--- config.mk ---
export PLATFORM = sky130hd
export DESIGN_NAME = gmsn_front
export DESIGN_NICKNAME = d
export VERILOG_FILES = /design/src/design/gmsn_pkg.sv /design/src/design/gmsn_front.sv
export SDC_FILE = /design/constraint.sdc
export NUM_CORES = 1
export LEC_CHECK = 0
export CAP_MARGIN = 30
export CORE_AREA = 2 2 77 79
export CTS_BUF_LIST = sky130_fd_sc_hd__clkbuf_16
export DETAILED_ROUTE_END_ITERATION = 7
export DIE_AREA = 0 0 79 81
export DONT_BUFFER_PORTS = 1
export SYNTH_ARGS = -nofsm -noshare
export SYNTH_HDL_FRONTEND = slang
export SYNTH_SLANG_ARGS = --single-unit
--- constraint.sdc ---
create_clock -name i_clk -period 2.1 [get_ports i_clk]
set_clock_uncertainty 0.05 [all_clocks]
set_input_delay 0.315 -clock i_clk [delete_from_list [all_inputs] [get_ports i_clk]]
set_output_delay 0.315 -clock i_clk [all_outputs]
set_load 0.03 [all_outputs]
--- src/design/gmsn_pkg.sv ---
`default_nettype none
package gmsn_pkg;

    // Default grid size
    localparam int DEF_MAX_COLS = 64;
    localparam int DEF_MAX_ROWS = 64;

    // Width of y * MAX_COLS + x before it is cut down to a cell address
    localparam int LIN_W = 17;

    // Configuration register indexes
    localparam logic CFG_COLS = 1'b0;
    localparam logic CFG_ROWS = 1'b1;

    // Request opcodes
    typedef enum logic [3:0] {
        OP_QUERY   = 4'd0,
        OP_NBRS    = 4'd1,
        OP_START   = 4'd2,
        OP_GOAL    = 4'd3,
        OP_WALL    = 4'd4,
        OP_WEIGHT  = 4'd5,
        OP_EMPTY   = 4'd6,
        OP_TWALL   = 4'd7,
        OP_TWEIGHT = 4'd8,
        OP_CLEAR   = 4'd9
    } t_op;

    // Reported cell types; wall wins over start, goal and weight
    typedef enum logic [2:0] {
        CT_EMPTY  = 3'd0,
        CT_WALL   = 3'd1,
        CT_START  = 3'd2,
        CT_GOAL   = 3'd3,
        CT_WEIGHT = 3'd4
    } t_cell;

    // Step cost into a neighbour
    localparam logic [2:0] COST_WEIGHT = 3'd5;
    localparam logic [2:0] COST_PLAIN  = 3'd1;

    // Neighbour directions, in listing order
    localparam logic [1:0] DIR_E = 2'd0;
    localparam logic [1:0] DIR_W = 2'd1;
    localparam logic [1:0] DIR_N = 2'd2;
    localparam logic [1:0] DIR_S = 2'd3;

    // Classified request, front to back
    typedef struct packed {
        t_op        op;
        logic [7:0] pos_x;
        logic [7:0] pos_y;
        logic       inb;     // requested cell inside the grid in use
        logic [3:0] nb_inb;  // per direction: neighbour inside the grid in use
    } t_cmd;

    // Back-end status towards the input side
    typedef struct packed {
        logic clearing;
    } t_bstat;

endpackage
`default_nettype wire

--- src/design/gmsn_front.sv ---
`default_nettype none
module gmsn_front
    import gmsn_pkg::*;
#(
    parameter int MAX_COLS = DEF_MAX_COLS,
    parameter int MAX_ROWS = DEF_MAX_ROWS,
    localparam int AW = $clog2(MAX_COLS * MAX_ROWS)
) (
    input  wire logic          i_clk,
    input  wire logic          i_rst_n,
    input  wire logic          s_axis_tvalid,
    output logic               s_axis_tready,
    input  wire logic [15:0]   s_axis_tdata,   // pos_x, pos_y
    input  wire logic [3:0]    s_axis_tuser,   // opcode
    input  wire logic          i_cfg_valid,
    output logic               o_cfg_ready,
    input  wire logic          i_cfg_index,
    input  wire logic [6:0]    i_cfg_data,
    input  wire t_bstat        i_stat,
    input  wire logic          i_full,
    output logic               o_push,
    output t_cmd               o_cmd,
    output logic [AW-1:0]      o_base
);

    localparam logic [6:0] CFG_RESET = 7'd64;

    logic [6:0] r_cols;
    logic [6:0] r_rows;

    logic [8:0]       w_cols;
    logic [8:0]       w_rows;
    logic [8:0]       w_x;
    logic [8:0]       w_y;
    logic             w_xin;
    logic             w_yin;
    logic [LIN_W-1:0] w_lin;

    assign o_cfg_ready = 1'b1;

    always_ff @(posedge i_clk) begin
        if (!i_rst_n) begin
            r_cols <= CFG_RESET;
            r_rows <= CFG_RESET;
        end else if (i_cfg_valid) begin
            case (i_cfg_index)
                CFG_COLS: r_cols <= i_cfg_data;
                CFG_ROWS: r_rows <= i_cfg_data;
                default: ;
            endcase
        end
    end

    // register values above the physical grid saturate
    assign w_cols = (9'(r_cols) > 9'(MAX_COLS)) ? 9'(MAX_COLS) : 9'(r_cols);
    assign w_rows = (9'(r_rows) > 9'(MAX_ROWS)) ? 9'(MAX_ROWS) : 9'(r_rows);

    assign w_x   = 9'(s_axis_tdata[7:0]);
    assign w_y   = 9'(s_axis_tdata[15:8]);
    assign w_xin = (w_x < w_cols);
    assign w_yin = (w_y < w_rows);

    assign w_lin = LIN_W'(w_y) * LIN_W'(MAX_COLS) + LIN_W'(w_x);

    assign s_axis_tready = !i_full && !i_stat.clearing;
    assign o_push        = s_axis_tvalid && s_axis_tready;

    always_comb begin
        o_cmd        = '0;
        o_cmd.op     = t_op'(s_axis_tuser);
        o_cmd.pos_x  = s_axis_tdata[7:0];
        o_cmd.pos_y  = s_axis_tdata[15:8];
        o_cmd.inb    = w_xin && w_yin;
        o_cmd.nb_inb[DIR_E] = w_yin && ((w_x + 9'd1) < w_cols);
        o_cmd.nb_inb[DIR_W] = w_yin && (w_x != 9'd0) && (w_x <= w_cols);
        o_cmd.nb_inb[DIR_N] = w_xin && (w_y != 9'd0) && (w_y <= w_rows);
        o_cmd.nb_inb[DIR_S] = w_xin && ((w_y + 9'd1) < w_rows);
    end

    // only meaningful when the cell or one of its neighbours is in the grid
    assign o_base = w_lin[AW-1:0];

endmodule
`default_nettype wire

Word-level counts from Yosys, hierarchy flattened
Cells that the tools add are included.
{ "word_totals": {"regBits": 14} }
{ "op_classes": {"add_sub_neg": 3, "reduce_logical": 15, "mux": 2, "n_bitwise": 1, "n_lt_le_gt_ge": 8} }
{ "ops": {"columns": ["op", "count"], "rows": [
  ["$add A8 B1 Y9 const B", 2],
  ["$lt A9 B7 Y1", 2],
  ["$reduce_bool A9 Y1", 2],
  ["$le A8 B7 Y1", 2],
  ["$lt A8 B7 Y1", 2],
  ["$gt A7 B7 Y1 const B", 2],
  ["$mux W7", 2],
  ["$add A12 B8 Y12", 1],
  ["$logic_and A1 B1 Y1", 9],
  ["$reduce_and A2 Y1", 2],
  ["$logic_not A1 Y1", 2],
  ["$not A1 Y1", 1]
]} }

Logic depth before layout (Yosys ltp)
{ "depth": {"depth_word": 5, "ltp_mapped": 8, "ltp_nobuf": 8} }

Worst setup path after synthesis
No wires, ideal clock.
{ "synth_timing": {"kind": "register to output", "startpoint": "register r_rows[6]", "endpoint": "output port o_cmd[1] in the netlist's numbering", "t_arrival_ps": 2130, "path_stages_with_launch": 8, "path_buffers": 0, "slack_ps": -395, "cell_sequence": "dfxtp_1 inv_1 nand2_1 ha_1 and3b_1 a211oi_1 o211ai_2 a211oi_1"} }
{ "synth_lines": {"columns": ["item", "line_no", "source"], "rows": [
  ["start, declared", "gmsn_front.sv:29", "logic [6:0] r_rows;"],
  ["start signal, assigned", "gmsn_front.sv:48", "CFG_ROWS: r_rows <= i_cfg_data;"],
  ["end, declared", "gmsn_front.sv:22", "output t_cmd o_cmd,"]
]} }

==> summary.md <==
| Metric | Value |
|---|---|
| VDD IR max | ~0.34 mV |
| Port-buffer cells | 0 |
| First-pass GRT wire length | around 7400 um |
| Layout cells sized above 1 | 0.332 |
| Rel. slew slack | 0.670 |
| Setup-failing EPs final | 5 |
| Synth area leaders | ha_1, dfxtp_1, buf_4 |
| Clock Latency Late Sink | roughly 0.24 ns |
| Fin. Hold Viols | 0 |
| Hold Worst Slack | ~0.094 ns |
| Leading area contributor after synthesis | ha_1 |
| DP Worst Slack | -0.139 ns |
| Critical setup path kind | flip-flop to primary output |
| Critical Path Start | r_rows[6] |
| Run status | complete, but fails checks |
| Worst hold path cell count | 1 |
| Seq/Total Area, Yosys | 0.150 |
| Register-to-Register Path Depth | 4 |
| Ys async rst share | 0 |
| Cell area after synthesis | about 1900 um^2 |
| Synth Flop Type | dfxtp_1 |
| H-Tree Level Count | 1 |
| CTS tree | done |
| Cells after Synth | 235 |
| Die width | just under 80 um |
| Reg2reg start | r_cols[6] |
| Maxcap violations | 0 |
| Syn Nets | around 300 |
| Most frequent cell after synthesis | nand2_1 |
| GRT Util Overall | 0.146 |
| P_sw | ~0.3 mW |
| Routed WL | 4240 um |
| HP Start | i_rst_n |
| Die ar. | approximately 6400 um^2 |
| Clock power share | 0.356 |
| EDFF count, synth | 0 |
| Final non-filler cell total | approximately 310 |
| WP data arrival | about 2.1 ns |
| Post-synth top cells | nand2_1, ha_1, buf_4, dfxtp_1, nand3_1 |
| Yosys warns | 0 |
| Worst-path fanout max | 6 |
| Row count | 28 |
| Drt drc | 0 |
| R2R setup slack | between 1 and 1.5 ns |
| Critical Path Source Type | flip-flop |
| Via count | 1,505 |
| Reg2reg end | r_cols[6] |
| Critical Path End Type | primary output |
| RSZ-0062 raised after global routing | true |
| Starting Density | 0.329 |
| HPWL after DPL | between 3000 and 4000 um |
| Initial antenna violation count | 0 |
| Switching Fraction | 0.298 |
| P_leak | just under 1 nW |
| Hold_buf cts | 0 |
| Synth Area per Inst | a little under 8 um^2 |
| CTS Buf Count | 3 |
| Reg power frac | 0.291 |
| Yosys top cell area share | 0.228 |
| Reg clk slew, reported paths | ~0.040 ns |
| Pwr Density | ~430 nW/um^2 |
| Final worst path period share | 1.15 |
| Initial DRC count | 34 |
| Worst path required time | around 1.7 ns |
| N_diodes | 0 |
| DR WL/cell | between 10 and 15 um |
| Final worst path period need | between 2 and 2.5 ns |
| End of the worst hold path | r_rows[6] |
| Internal Pwr Total | 0.704 mW |
| # clock sinks | 14 |
| Final worst slack | -0.310 ns |
| Synthesis-to-layout area growth | 25.5% |
| Placed cells | 306 |
| Failing checks | setup timing |
| PnR Total Power | around 1.0 mW |
| Die Ht | about 81 um |
| Gate power share | 0.353 |
| Gr ovfl total | 0 |
| Max Freq | 0.415 GHz |
| HP Class | primary input to flip-flop |
| Yosys cell types | between 40 and 50 |
| Slew at the pin with the worst max-slew slack | 0.488 ns |
| DR pass1 iterations | 4 |
| Vias per cell | a little under 5 |
| Total core area | 5680 um^2 |
| Ports | between 70 and 80 |
| Number of global-route vias before repair | 1,528 |
| Final ANT Viol Nets | 0 |
| Nets | 308 |
| CTS max path bufs | 2 |
| Last weighted congestion value of the routability-driven placer | 0.793 |
| Root buffer cell | clkbuf_16 |
| #FFs+latches synth | 14 |
| Largest net degree at the start of global routing | 15 |
| Fin. max-slew vios | 0 |
[through the flow]
| step | cell area, um^2 | util | TNS, ns |
|---|---|---|---|
| 4_1_cts | 2320 | 0.409 | -1.39 |
| 6_report | 2350 | 0.413 | -1.33 |
| 5_1_grt | 2350 | 0.413 | -1.83 |
| 3_3_place_gp | 2160 | 0.381 | -0.547 |
| 3_5_place_dp | 2160 | 0.381 | -0.534 |
| 2_1_floorplan | 2070 | - | 0 |
[critical path, cell delays in order, from the launching register on]
cell and delay, ns:
dfxtp_4 0.36, inv_8 0.08, nand2_4 0.06, ha_4 0.22
and3b_1 0.18, a211oi_2 0.23, o211ai_4 0.17, a221oi_4 0.34
buf_12 0.16
[power by group through the flow]
stage | logic (mW) | registers (mW) | clock network, mW
finish | 0.354 | 0.292 | 0.357
global route | 0.400 | 0.294 | 0.381
CTS | 0.353 | 0.292 | 0.369
detailed placement | 0.333 | 0.294 | 0
global placement | 0.328 | 0.293 | 0
floorplan | 0.352 | 0.291 | 0
[cell type report]
| type | count | area [um^2] |
|---|---|---|
| fillers | 587 | 3330 |
| flip-flops and latches | 14 | 285 |
| repair buffers | 32 | 275 |
| well taps | 75 | 93.8 |
| multi-input cells | 177 | 1560 |
| clock buffers | 3 | 75.1 |
| inverters | 11 | 53.8 |
| clock inverters | 1 | 3.75 |
[what timing repair did]
action | 4_1_cts | 5_1_grt
pin swaps | 6 | 1
resized for setup | 17 | 8
setup buffers | 3 | 0
cloned | 0 | 0
endpoints found under the hold margin | 0 | 0
endpoints found under the setup margin | 5 | 5
[worst max path at each step]
stage / to / cells after the start
finish: o_cmd[2] / 8
floorplan: o_cmd[3] / 7
detailed placement: o_cmd[4] / 9
global placement: o_cmd[4] / 9
global route: o_cmd[2] / 8
CTS: o_cmd[2] / 7
[placed cells by master (no fill, tap or decap), types with 3 or more instances in the layout]
cell type  count
a21o_1         3
clkbuf_16      3
nand3_1       11
o211ai_1       3
a21boi_1       3
a21oi_1        4
nand2_4        3
ha_1          23
inv_1          5
nand2_2        5
nand2_1       35
inv_2          3
buf_6          6
ha_4           9
nor2_1         9
a21boi_0       9
dfxtp_1       12
xnor2_1        6
buf_4         25
a211oi_2       3
nor2b_1        5
xor2_1         8
[registers in the layout, summed over array words and instances (netlist names)]
name and count:
r_cols 7, r_rows 7
[logic make-up (layout without fill, tap and decap cells)]
group / count (synthesis) / after routing / share of synthesized area
and+or+nand+nor: 91 / 91 / 0.247
buffers and inverters: 44 / 47 / 0.146
adders and majority gates: 35 / 35 / 0.238
AOI/OAI and AO/OA: 34 / 34 / 0.140
xor gates and xnor gates: 14 / 14 / 0.0656
DFF: 14 / 14 / 0.150
muxes: 2 / 2 / 0.0114
other: 1 / 1 / 0.00201
[per-layer routing]
metal,track usage,vias to the layer above,part of all wire
li1,-,791,-
met1,0.192,668,0.46
met2,0.234,41,0.46
met3,0.0411,5,0.072
met4,0.0414,0,0.011
met5,0,-,0
Power figures use the tool's default switching activity.
