[src/design/gmsn_fifo.sv]
`default_nettype none
module gmsn_fifo #(
    parameter int W = 8
) (
    input  wire logic         i_clk,
    input  wire logic         i_rst_n,
    input  wire logic         i_push,
    input  wire logic [W-1:0] i_data,
    output logic              o_full,
    input  wire logic         i_pop,
    output logic [W-1:0]      o_data,
    output logic              o_empty
);

    logic [W-1:0] r_mem [2];
    logic         r_wp;
    logic         r_rp;
    logic [1:0]   r_cnt;

    always_ff @(posedge i_clk) begin
        if (!i_rst_n) begin
            r_wp  <= 1'b0;
            r_rp  <= 1'b0;
            r_cnt <= 2'd0;
        end else begin
            if (i_push) r_wp <= ~r_wp;
            if (i_pop) r_rp <= ~r_rp;
            r_cnt <= r_cnt + 2'(i_push) - 2'(i_pop);
        end
    end

    always_ff @(posedge i_clk) begin
        if (i_push) r_mem[r_wp] <= i_data;
    end

    assign o_data  = r_mem[r_rp];
    assign o_full  = (r_cnt == 2'd2);
    assign o_empty = (r_cnt == 2'd0);

endmodule
`default_nettype wire

[config.mk]
export PLATFORM = sky130hd
export DESIGN_NAME = gmsn_fifo
export DESIGN_NICKNAME = d
export VERILOG_FILES = /design/src/design/gmsn_fifo.sv
export SDC_FILE = /design/constraint.sdc
export NUM_CORES = 1
export LEC_CHECK = 0
export BUFFER_PORTS_ARGS = -buffer_cell sky130_fd_sc_hd__buf_4
export CAP_MARGIN = 40
export CORE_MARGIN = 4
export CORE_UTILIZATION = 40
export DETAILED_ROUTE_END_ITERATION = 8
export PLACE_DENSITY_LB_ADDON = 0.25
export SLEW_MARGIN = 20
export SYNTH_ARGS = -nofsm -noshare
export SYNTH_HDL_FRONTEND = slang
export SYNTH_SLANG_ARGS = --single-unit
[constraint.sdc]
create_clock -name i_clk -period 1.17 [get_ports i_clk]
set_input_delay 0.1755 -clock i_clk [delete_from_list [all_inputs] [get_ports i_clk]]
set_output_delay 0.1755 -clock i_clk [all_outputs]
set_load 0.05 [all_outputs]
# == Word level (Yosys, flattened, before mapping) ==
# Memory sizes are Yosys's and may differ from the RTL's. A register that Yosys moved wholly into a read port is not among the register bits.
# Cells that the tools add are included.
# word_totals
register_bits,4
mem_bits_rw,16
input_bits,12
output_inout_bits,10
wordCells,14
mem_count,1
# op_classes
add_sub_neg,2
eq_ne,1
mux,4
bitwise_logic,2
reduce_logical,1
# memory_table
memory,depth,word_bits,rd,rd_ports_with_merged_regs,wr,line,source
r_mem,2,8,1,1,1,15,logic [W-1:0] r_mem [2];
# op_table
op,count
1-bit two-way mux,4
2-bit by 1-bit adder with 2-bit output,1
2-bit == test (second input constant),1
2-bit logical NOT,1
1-bit inverter,2
2-bit by 1-bit subtractor with 2-bit output,1

# == Longest topological paths before layout ==
# Gate-level depths: netlist (run 1).
# depth
ltp_word,3
depth_mapped,6
depth_no_buf,6

# == Worst setup path before layout (run 1) ==
# Ideal clock, no wire load.
# synth_timing
path_type,flip-flop to output port
start,reg r_cnt[1]
end,out o_full
t_arrival_ps,1068
path_slack_ps,-74
stages_incl_launch_ff,2
n_path_buf,0
path_cell_list,dfxtp_1 > nor2b_1
# synth_between
elab_chain_len,1
# synth_lines
element,line,source
start: declaration,18,logic [1:0] r_cnt;
start signal: assignment,28,r_cnt <= r_cnt + 2'(i_push) - 2'(i_pop);
2-bit == test,37,assign o_full = (r_cnt == 2'd2);
end: declaration,9,"output logic o_full,"
# No other way between the ends.

==> flow_metrics.env, run 1 <==
export IMPL_outcome="finished, violations left"
export IMPL_violations="negative setup slack"
export IMPL_critPathArrivalTime_ps=1240
export IMPL_cts_root_buf="clkbuf_4"
export IMPL_cts_setup_buffers=0
export IMPL_stdcell_area_sq_mm=0.00121
export IMPL_placed_cell_area_sq_mm=0.00102
export IMPL_setup_viol=10
export IMPL_wl_per_cell_microns=13.6
export IMPL_globalplace_congestion=0.616
export IMPL_dieArea_sq_mm=0.00278
export IMPL_clockBufferDepth=2
export IMPL_worstReg2RegStart="r_cnt[0]"
export IMPL_worstMarginPinSlew_ps=373
export IMPL_wirelength_microns=1350
export IMPL_r2r_end="r_cnt[1]"
export IMPL_drc=0
export IMPL_synth_area_per_cell_sq_um=17.4
export IMPL_drive_gt1_share_pct=62.2
export IMPL_area_growth_pct=50.8
export IMPL_clk_latency_ps=300
export IMPL_layout_min_cycle_time_ps=1410
export IMPL_setup_tns_ps=-1940
export IMPL_ioPinCount=22
export IMPL_yosys_top_cells_area="edfxtp_1 60%, dfxtp_1 13%, mux2_2 11%"
export IMPL_hold_viol_final=0
export IMPL_ff2ff_setup_slack_ps=10
export IMPL_gr_usage_met1_pct=10.8
export IMPL_nets=89
export IMPL_cts_hold_buf=0
export IMPL_grt_pass1_vias=459
export IMPL_grt_max_degree=13
export IMPL_path_max_fanout=4
export IMPL_min_to="r_mem[0][7]"
export IMPL_cts_buffers_inserted=3
export IMPL_yosysTopAreaCell="edfxtp_1"
export IMPL_clkPwrFrac_pct=18.2
export IMPL_post_place_ws_ps=-11.0
export IMPL_final_antenna_net_count=0
export IMPL_dp_hpwl_microns=892
export IMPL_die_y_microns=52.7
export IMPL_p_sw_mw=0.550
export IMPL_clock_sinks=21
export IMPL_mappedNetlistArea_sq_um=801
export IMPL_grtUsageMet3_pct=3.13
export IMPL_grt_busiest_layer="met2"
export IMPL_port_buffers=21
export IMPL_ys_warn_count=0
export IMPL_start_util_pct=44.4
export IMPL_cts_tree="built"
export IMPL_cap_violations=0
export IMPL_p_comb_share_pct=33.3
export IMPL_total_power_mw=1.86
export IMPL_syn_num_nets=60
export IMPL_ys_seq_area_share_pct=72.5
export IMPL_hp_class="input port to flip-flop"
export IMPL_fill_cells=137
export IMPL_seq_power_share_pct=48.4
export IMPL_critPathKind="flip-flop to output port"
export IMPL_finalMaxSlewViolations=0
export IMPL_slew_headroom_pct=75.2
export IMPL_ys_types=12
export IMPL_p_leak_nw=0.490
export IMPL_internal_power_mw=1.31
export IMPL_antenna_found_initial=0
export IMPL_grt_pass1_wl_microns=2130
export IMPL_vias=448
export IMPL_grt_use_total_pct=11.4
export IMPL_overflow=0
export IMPL_hold_path_depth=1
export IMPL_finalCritPeriodShare_pct=121
export IMPL_synth_seq_cells=21
export IMPL_htreeDepth=1
export IMPL_fmax_mhz=708
export IMPL_fp_dieW_microns=52.7
export IMPL_path_clk_slew_ps=120
export IMPL_cp_end_kind="output port"
export IMPL_rsz0062_at_grt="true"
export IMPL_startpoint_type="flip-flop"
export IMPL_skew_ps=9.55
export IMPL_min_delay_start="i_data[7]"
export IMPL_std_cell_rows=15
export IMPL_use_met2_pct=21.5
export IMPL_synth_cells=46
export IMPL_p_per_area_mw_per_mm2=1540
export IMPL_vias_per_cell=4.53
export IMPL_swShare_pct=29.6
export IMPL_synth_top_area_share_pct=60.0
export IMPL_dr_first_iter_drc_count=5
export IMPL_r2r_cells=6
export IMPL_dr_pass1_iters=2
export IMPL_worst_slack_ps=-242
export IMPL_n_antenna_cell=0
export IMPL_core_area_sq_mm=0.00180
export IMPL_vdd_drop_max_mv=1.10
export IMPL_crit_required_ps=990
-- worst max-delay path by stage --
| stage | startpoint | to |
|---|---|---|
| 6_report | flip-flop | o_data[5] |
| 3_3_place_gp | r_cnt[0] | r_cnt[0] |
| 3_5_place_dp | r_cnt[0] | r_cnt[1] |
| 4_1_cts | flip-flop | o_data[5] |
| 2_1_floorplan | r_cnt[0] | r_cnt[1] |
| 5_1_grt | flip-flop | o_data[5] |
-- critical path: stages, from the launching register on --
cell and delay, ps:
dfxtp_2 360, buf_6 120, mux2_4 310, buf_8 150
-- area by class of cell --
type                       count  area, sq um  share of cell area, %
clock inverter                 1         5.00                  0.415
multi-input combinational     22          278                   23.0
clock buffer                   3         22.5                   1.87
timing repair buffer          25          274                   22.7
tap                           25         31.3                   2.59
inverter                       2         10.0                  0.829
sequential                    21          587                   48.6
-- state kept, by name, indices dropped and copies added (netlist names), named ones only --
signal and cells:
r_rp 1, r_wp 1, r_mem 16, r_cnt 2
-- power groups by stage --
stage / logic (mW) / registers, mW / clock network (mW)
global placement: 0.450 / 0.895 / 0
detailed placement: 0.455 / 0.898 / 0
global route: 0.651 / 0.908 / 0.387
floorplan: 0.311 / 0.893 / 0
finish: 0.619 / 0.899 / 0.338
CTS: 0.600 / 0.896 / 0.350
-- kinds of logic (layout without fill, tap and decap cells) --
logic type	count (synthesis)	after routing	share of synthesized area (%)
xor gates and xnor gates	2	2	3.91
and+or+nand+nor	9	9	6.72
AOI/OAI and AO/OA	1	1	0.938
adders and majority gates	2	2	3.12
muxes	8	8	11.3
DFF	21	21	72.5
buffers and inverters	3	31	1.56
-- timing repair --
action                     CTS  global route
pin swaps                    2             0
resized for setup           41             3
hold endpoints to repair     0             0
setup endpoints to repair   12            11
-- Yosys cell counts --
master,number
xor2_1,1
ha_1,2
mux2_2,8
buf_2,1
xnor3_1,1
nor2_1,1
nor2b_1,4
inv_1,2
edfxtp_1,16
dfxtp_1,5
o21a_1,1
and2_1,4
-- per-layer routing --
metal	up-vias	share of wire [%]
met5	-	0
met4	0	1.8
met3	4	5.3
met2	14	56
met1	210	37
li1	220	-
-- layout by cell type (no fill, tap or decap) --
cell,count
nor2b_4,1
edfxtp_1,16
and2_1,4
clkbuf_4,3
buf_6,3
dfxtp_2,2
dfxtp_1,2
clkinv_2,1
xnor3_1,1
buf_4,12
buf_8,10
inv_2,1
ha_4,2
o21a_1,1
nor2b_1,3
dfxtp_4,1
mux2_4,8
xor2_1,1
nor2_4,1
inv_4,1
-- metrics by stage --
step           hold WS (ps)  cells  util (%)
6_report               52.3     99      67.0
2_1_floorplan           274     46         -
3_5_place_dp            364     95      56.5
5_1_grt                23.8     99      67.0
3_3_place_gp            361     95      56.5
4_1_cts                38.2     99      66.5
Power figures use the tool's default switching activity.
==> inputs of run 2 (changes only) <==
--- a/config.mk
+++ b/config.mk
@@ -7,10 +7,10 @@
 export LEC_CHECK = 0
 export BUFFER_PORTS_ARGS = -buffer_cell sky130_fd_sc_hd__buf_4
 export CAP_MARGIN = 40
-export CORE_MARGIN = 4
 export CORE_UTILIZATION = 40
 export DETAILED_ROUTE_END_ITERATION = 8
 export PLACE_DENSITY_LB_ADDON = 0.25
+export RECOVER_POWER = 25
 export SLEW_MARGIN = 20
 export SYNTH_ARGS = -nofsm -noshare
 export SYNTH_HDL_FRONTEND = slang
==> run 2 against run 1 <==
  * The flow still finishes with violations (negative setup slack)
  * Final area up 0.41%
  * Total power down 1.9%
  * Clock-buffer cell count up 1
  * Combinational power down 3.4%
  * Core utilization up 0.28 points
  * Via count up 2.9%
  * Flip-flop and latch count unchanged
  * First-iteration DRC count down 60%
  * Wire length up 1.5%
  * Non-clock buffer count up 3
  * Die area down 21%
==> flow_metrics.env, run 2 (synthesis gave the netlist of run 1 again) <==
export IMPL_cts_tree="built"
export IMPL_port_buffers=21
export IMPL_post_place_cells=98
export IMPL_grt_pass1_wl_microns=2060
export IMPL_outcome="finished, violations left"
export IMPL_total_power_mw=1.82
export IMPL_std_cell_rows=15
export IMPL_fmax_mhz=706
export IMPL_cts_hold_buf=0
export IMPL_layout_min_cycle_time_ps=1420
export IMPL_dr_pass1_iters=2
export IMPL_drc=0
export IMPL_fp_dieW_microns=46.7
export IMPL_nets=92
export IMPL_ioPinCount=22
export IMPL_globalplace_congestion=0.679
export IMPL_reg_top3="r_mem: 16 flops, r_cnt: 2 flops"
export IMPL_layout_common_cells="16 x edfxtp_1, 11 x buf_4, 8 x mux2_4, 8 x clkbuf_4, 8 x buf_8"
export IMPL_wl_per_cell_microns=13.4
export IMPL_cts_setup_buffers=0
export IMPL_hp_class="input port to flip-flop"
export IMPL_clock_sinks=21
export IMPL_p_leak_nw=0.498
export IMPL_largest_reg_flops=16
export IMPL_dieArea_sq_mm=0.00218
export IMPL_slew_headroom_pct=91.1
export IMPL_dp_hpwl_microns=934
export IMPL_cts_root_buf="clkbuf_4"
export IMPL_clockBufferDepth=2
export IMPL_worstMarginPinSlew_ps=134
export IMPL_die_y_microns=46.7
export IMPL_holdWs_ps=67.8
export IMPL_finalCritPeriodShare_pct=121
export IMPL_antenna_found_initial=0
export IMPL_clkPwrFrac_pct=17.9
export IMPL_cap_violations=0
export IMPL_vdd_drop_max_mv=0.886
export IMPL_path_max_fanout=3
export IMPL_seq_power_share_pct=49.3
export IMPL_finalMaxSlewViolations=0
export IMPL_setup_viol=10
export IMPL_grt_use_total_pct=14.3
export IMPL_drive_gt1_share_pct=62.3
export IMPL_critPathKind="flip-flop to output port"
export IMPL_n_antenna_cell=0
export IMPL_clk_latency_ps=290
export IMPL_cts_buffers_inserted=3
export IMPL_area_growth_pct=51.4
export IMPL_wirelength_microns=1370
export IMPL_largest_register="r_mem"
export IMPL_p_comb_share_pct=32.8
export IMPL_start_util_pct=44.4
export IMPL_startpoint_type="flip-flop"
export IMPL_p_sw_mw=0.530
export IMPL_layout_commonest_cell="edfxtp_1"
export IMPL_grt_pass1_vias=514
export IMPL_rsz0062_at_grt="true"
export IMPL_final_util_pct=67.3
export IMPL_htreeDepth=1
export IMPL_critPathArrivalTime_ps=1240
export IMPL_vias=461
export IMPL_worst_slack_ps=-246
export IMPL_fill_cells=142
export IMPL_final_antenna_net_count=0
export IMPL_stdcell_count=102
export IMPL_dr_first_iter_drc_count=2
export IMPL_internal_power_mw=1.29
export IMPL_overflow=0
export IMPL_core_area_sq_mm=0.00180
export IMPL_violations="negative setup slack"
export IMPL_cp_end_kind="output port"
export IMPL_skew_ps=0.561
export IMPL_swShare_pct=29.1
export IMPL_grt_max_degree=12
export IMPL_p_per_area_mw_per_mm2=1500
export IMPL_crit_required_ps=990
export IMPL_path_clk_slew_ps=100
export IMPL_hold_viol_final=0
export IMPL_vias_per_cell=4.52
-- run 2: changes by cell type in the layout (fill, tap and decap cells not counted), sizes merged --
cell,delta
clkbuf,+6
buf,-2
clkinv,-1
-- run 2: final timing paths --
path | from | end | slack [ps] | cells past startpoint
worst max-delay path | flip-flop | o_data[6] | -250 | 3
worst min-delay path | i_data[4] | r_mem[0][4] | 70 | 1
worst max register to register | r_cnt[0] | r_cnt[1] | -20 | 6
worst min register to register | r_rp | r_rp | 580 | 2
-- run 2: cell type report --
class	instances	area, sq um	share of cell area [%]
multi-input cells	22	278	22.9
clock buffers	4	26.3	2.17
flip-flops and latches	21	584	48.2
repair buffers	28	285	23.5
inverters	2	7.51	0.619
well taps	25	31.3	2.58
-- run 2: worst max-delay path, cell delays in order (launching register included) --
cell and delay [ps]:
dfxtp_2 340, buf_4 150, mux2_4 310, buf_8 150
-- run 2: timing repair --
item / 4_1_cts / 5_1_grt
gates cloned: 0 / 0
gates resized for setup: 39 / 0
endpoints found under the hold margin: 0 / 0
endpoints found under the setup margin: 11 / 11
pin swaps: 2 / 0
-- run 2: metal layers --
| metal | vias up | GRT usage, % | share of wire, % |
|---|---|---|---|
| li1 | 225 | - | - |
| met1 | 223 | 12.5 | 36 |
| met2 | 11 | 29.7 | 60 |
| met3 | 2 | 3.85 | 2.6 |
| met4 | 0 | 5.14 | 1.4 |
| met5 | - | 0 | 0 |
-- run 2: stage by stage --
| stage | setup WS (ps) | cell area, sq um | setup TNS [ps] |
|---|---|---|---|
| final | -246 | 1210 | -1900 |
| after global routing | -301 | 1210 | -2480 |
| after CTS | -252 | 1210 | -2020 |
| after detailed placement | -50.6 | 1040 | -50.6 |
| after global placement | 15.0 | 1040 | 0 |
| after floorplan | 0.177 | 803 | 0 |
-- run 2: power by group through the flow --
stage	clock network [mW]	logic, mW	registers (mW)
2_1_floorplan	0	0.311	0.893
3_3_place_gp	0	0.456	0.894
3_5_place_dp	0	0.467	0.899
4_1_cts	0.340	0.600	0.896
5_1_grt	0.366	0.626	0.903
6_report	0.326	0.598	0.897
==> inputs of run 3 (changes only) <==
--- a/config.mk
+++ b/config.mk
@@ -8,9 +8,12 @@
 export BUFFER_PORTS_ARGS = -buffer_cell sky130_fd_sc_hd__buf_4
 export CAP_MARGIN = 40
 export CORE_UTILIZATION = 40
+export CTS_BUF_LIST = sky130_fd_sc_hd__clkbuf_8
 export DETAILED_ROUTE_END_ITERATION = 8
+export GPL_TIMING_DRIVEN = 0
 export PLACE_DENSITY_LB_ADDON = 0.25
 export RECOVER_POWER = 25
+export REMOVE_ABC_BUFFERS = 1
 export SLEW_MARGIN = 20
 export SYNTH_ARGS = -nofsm -noshare
 export SYNTH_HDL_FRONTEND = slang
==> run 3 against run 2 <==
  * The flow still finishes with violations (negative setup slack)
  * Clock power rose by 41%
  * Flip-flop and latch count is the same
  * Final area decreased by 7.2%
  * Highest routed layer unchanged
  * Critical path type unchanged
  * Combinational power fell by 19%
  * Clock skew grew 7.3 ps
  * Global-route usage is 1.2 points lower
  * Sequential power is essentially flat
  * Register-to-register slack gained 30 ps
  * Sequential share of layout area rose by 4.0 points
==> flow_metrics.env, run 3 (synthesis gave the netlist of run 1 again) <==
export IMPL_path_clk_slew_ps=80
export IMPL_worst_slack_ps=-178
export IMPL_path_max_fanout=8
export IMPL_dr_pass1_iters=2
export IMPL_start_util_pct=44.4
export IMPL_vias_per_cell=4.57
export IMPL_cts_root_buf="clkbuf_8"
export IMPL_clockBufferDepth=2
export IMPL_drive_gt1_share_pct=57.1
export IMPL_fill_cells=151
export IMPL_ioPinCount=22
export IMPL_rsz0062_at_grt="true"
export IMPL_clk_latency_ps=260
export IMPL_clock_sinks=21
export IMPL_final_antenna_net_count=0
export IMPL_grt_max_degree=13
export IMPL_cts_tree="built"
export IMPL_drc=0
export IMPL_dr_first_iter_drc_count=2
export IMPL_skew_ps=7.85
export IMPL_setup_viol=8
export IMPL_std_cell_rows=15
export IMPL_overflow=0
export IMPL_n_antenna_cell=0
export IMPL_htreeDepth=1
export IMPL_hp_class="input port to flip-flop"
export IMPL_cts_setup_buffers=0
export IMPL_die_y_microns=46.7
export IMPL_crit_buf_inv=1
export IMPL_nets=85
export IMPL_finalCritPeriodShare_pct=115
export IMPL_area_growth_pct=40.5
export IMPL_layout_commonest_cell="edfxtp_1"
export IMPL_cp_end_kind="output port"
export IMPL_reg_top3="r_mem: 16 flops, r_cnt: 2 flops"
export IMPL_path_cells="mux2_4, buf_6"
export IMPL_vias=434
export IMPL_cap_violations=0
export IMPL_critPathKind="flip-flop to output port"
export IMPL_wl_per_cell_microns=12.7
export IMPL_startpoint_type="flip-flop"
export IMPL_layout_min_cycle_time_ps=1350
export IMPL_grt_pass1_wl_microns=1900
export IMPL_seq_power_share_pct=48.8
export IMPL_grt_use_total_pct=13.1
export IMPL_grt_pass1_vias=455
export IMPL_globalplace_congestion=0.630
export IMPL_cts_hold_buf=0
export IMPL_cpMaxStageDelayCell="dfxtp_4"
export IMPL_dieArea_sq_mm=0.00218
export IMPL_vdd_drop_max_mv=0.885
export IMPL_dp_hpwl_microns=834
export IMPL_violations="negative setup slack"
export IMPL_layout_common_cells="16 x edfxtp_1, 9 x buf_6, 8 x mux2_4"
export IMPL_slew_headroom_pct=70.7
export IMPL_critPathMaxStageDelay_ps=440
export IMPL_hold_viol_final=0
export IMPL_internal_power_mw=1.32
export IMPL_finalMaxSlewViolations=0
export IMPL_p_per_area_mw_per_mm2=1640
export IMPL_largest_register="r_mem"
export IMPL_core_area_sq_mm=0.00180
export IMPL_wirelength_microns=1200
export IMPL_largest_reg_flops=16
export IMPL_crit_required_ps=990
export IMPL_critPathArrivalTime_ps=1170
export IMPL_holdWs_ps=107
export IMPL_fmax_mhz=742
export IMPL_cts_buffers_inserted=3
export IMPL_worstMarginPinSlew_ps=437
export IMPL_antenna_found_initial=0
export IMPL_outcome="finished, violations left"
export IMPL_p_comb_share_pct=26.2
export IMPL_cp_top_family="flip-flops"
export IMPL_fp_dieW_microns=46.7
export IMPL_p_leak_nw=0.452
export IMPL_p_sw_mw=0.527
export IMPL_total_power_mw=1.84
export IMPL_clkPwrFrac_pct=25.0
export IMPL_port_buffers=21
export IMPL_swShare_pct=28.6
[run 3: per-layer routing]
metal,vias to the layer above,wire (microns),track usage [%]
met5,-,0,0
met4,0,27,6.86
met3,4,62,3.85
met2,12,667,23.6
met1,206,447,13.7
li1,212,-,-
[run 3: timing repair]
item,4_1_cts,5_1_grt
cloned,0,0
setup endpoints to repair,19,11
resized for setup,23,4
[run 3: final timing paths]
path	from	depth (start not counted)	endpoint	slack [ps]
min	i_data[1]	1	r_mem[1][1]	110
min reg2reg	r_rp	2	flip-flop	580
max	flip-flop	2	o_data[4]	-180
max reg2reg	r_cnt[0]	6	r_cnt[1]	10
[run 3: power groups by stage]
stage | clock [mW] | combinational (mW) | sequential (mW)
after floorplan | 0 | 0.298 | 0.899
after global placement | 0 | 0.414 | 0.905
after detailed placement | 0 | 0.419 | 0.908
after CTS | 0.475 | 0.467 | 0.900
after global routing | 0.495 | 0.512 | 0.909
final | 0.461 | 0.483 | 0.900
[run 3: through the flow]
step	setup slack, ps	utilization [%]	cell area (sq um)	setup TNS [ps]	cells
CTS	-192	61.8	1110	-1500	95
floorplan	-73.6	-	796	-73.6	45
detailed placement	-117	54.7	985	-1690	91
global route	-217	62.4	1120	-1710	95
global placement	-121	54.7	985	-1780	91
finish	-178	62.4	1120	-1390	95
[run 3: cell type report]
cell class              count  area (sq um)  area share [%]
clock inverters             1          5.00           0.445
repair buffers             21           188            16.7
inverters                   2          7.51           0.667
well taps                  25          31.3            2.78
flip-flops and latches     21           587            52.2
clock buffers               3          41.3            3.67
multi-input cells          22           265            23.6
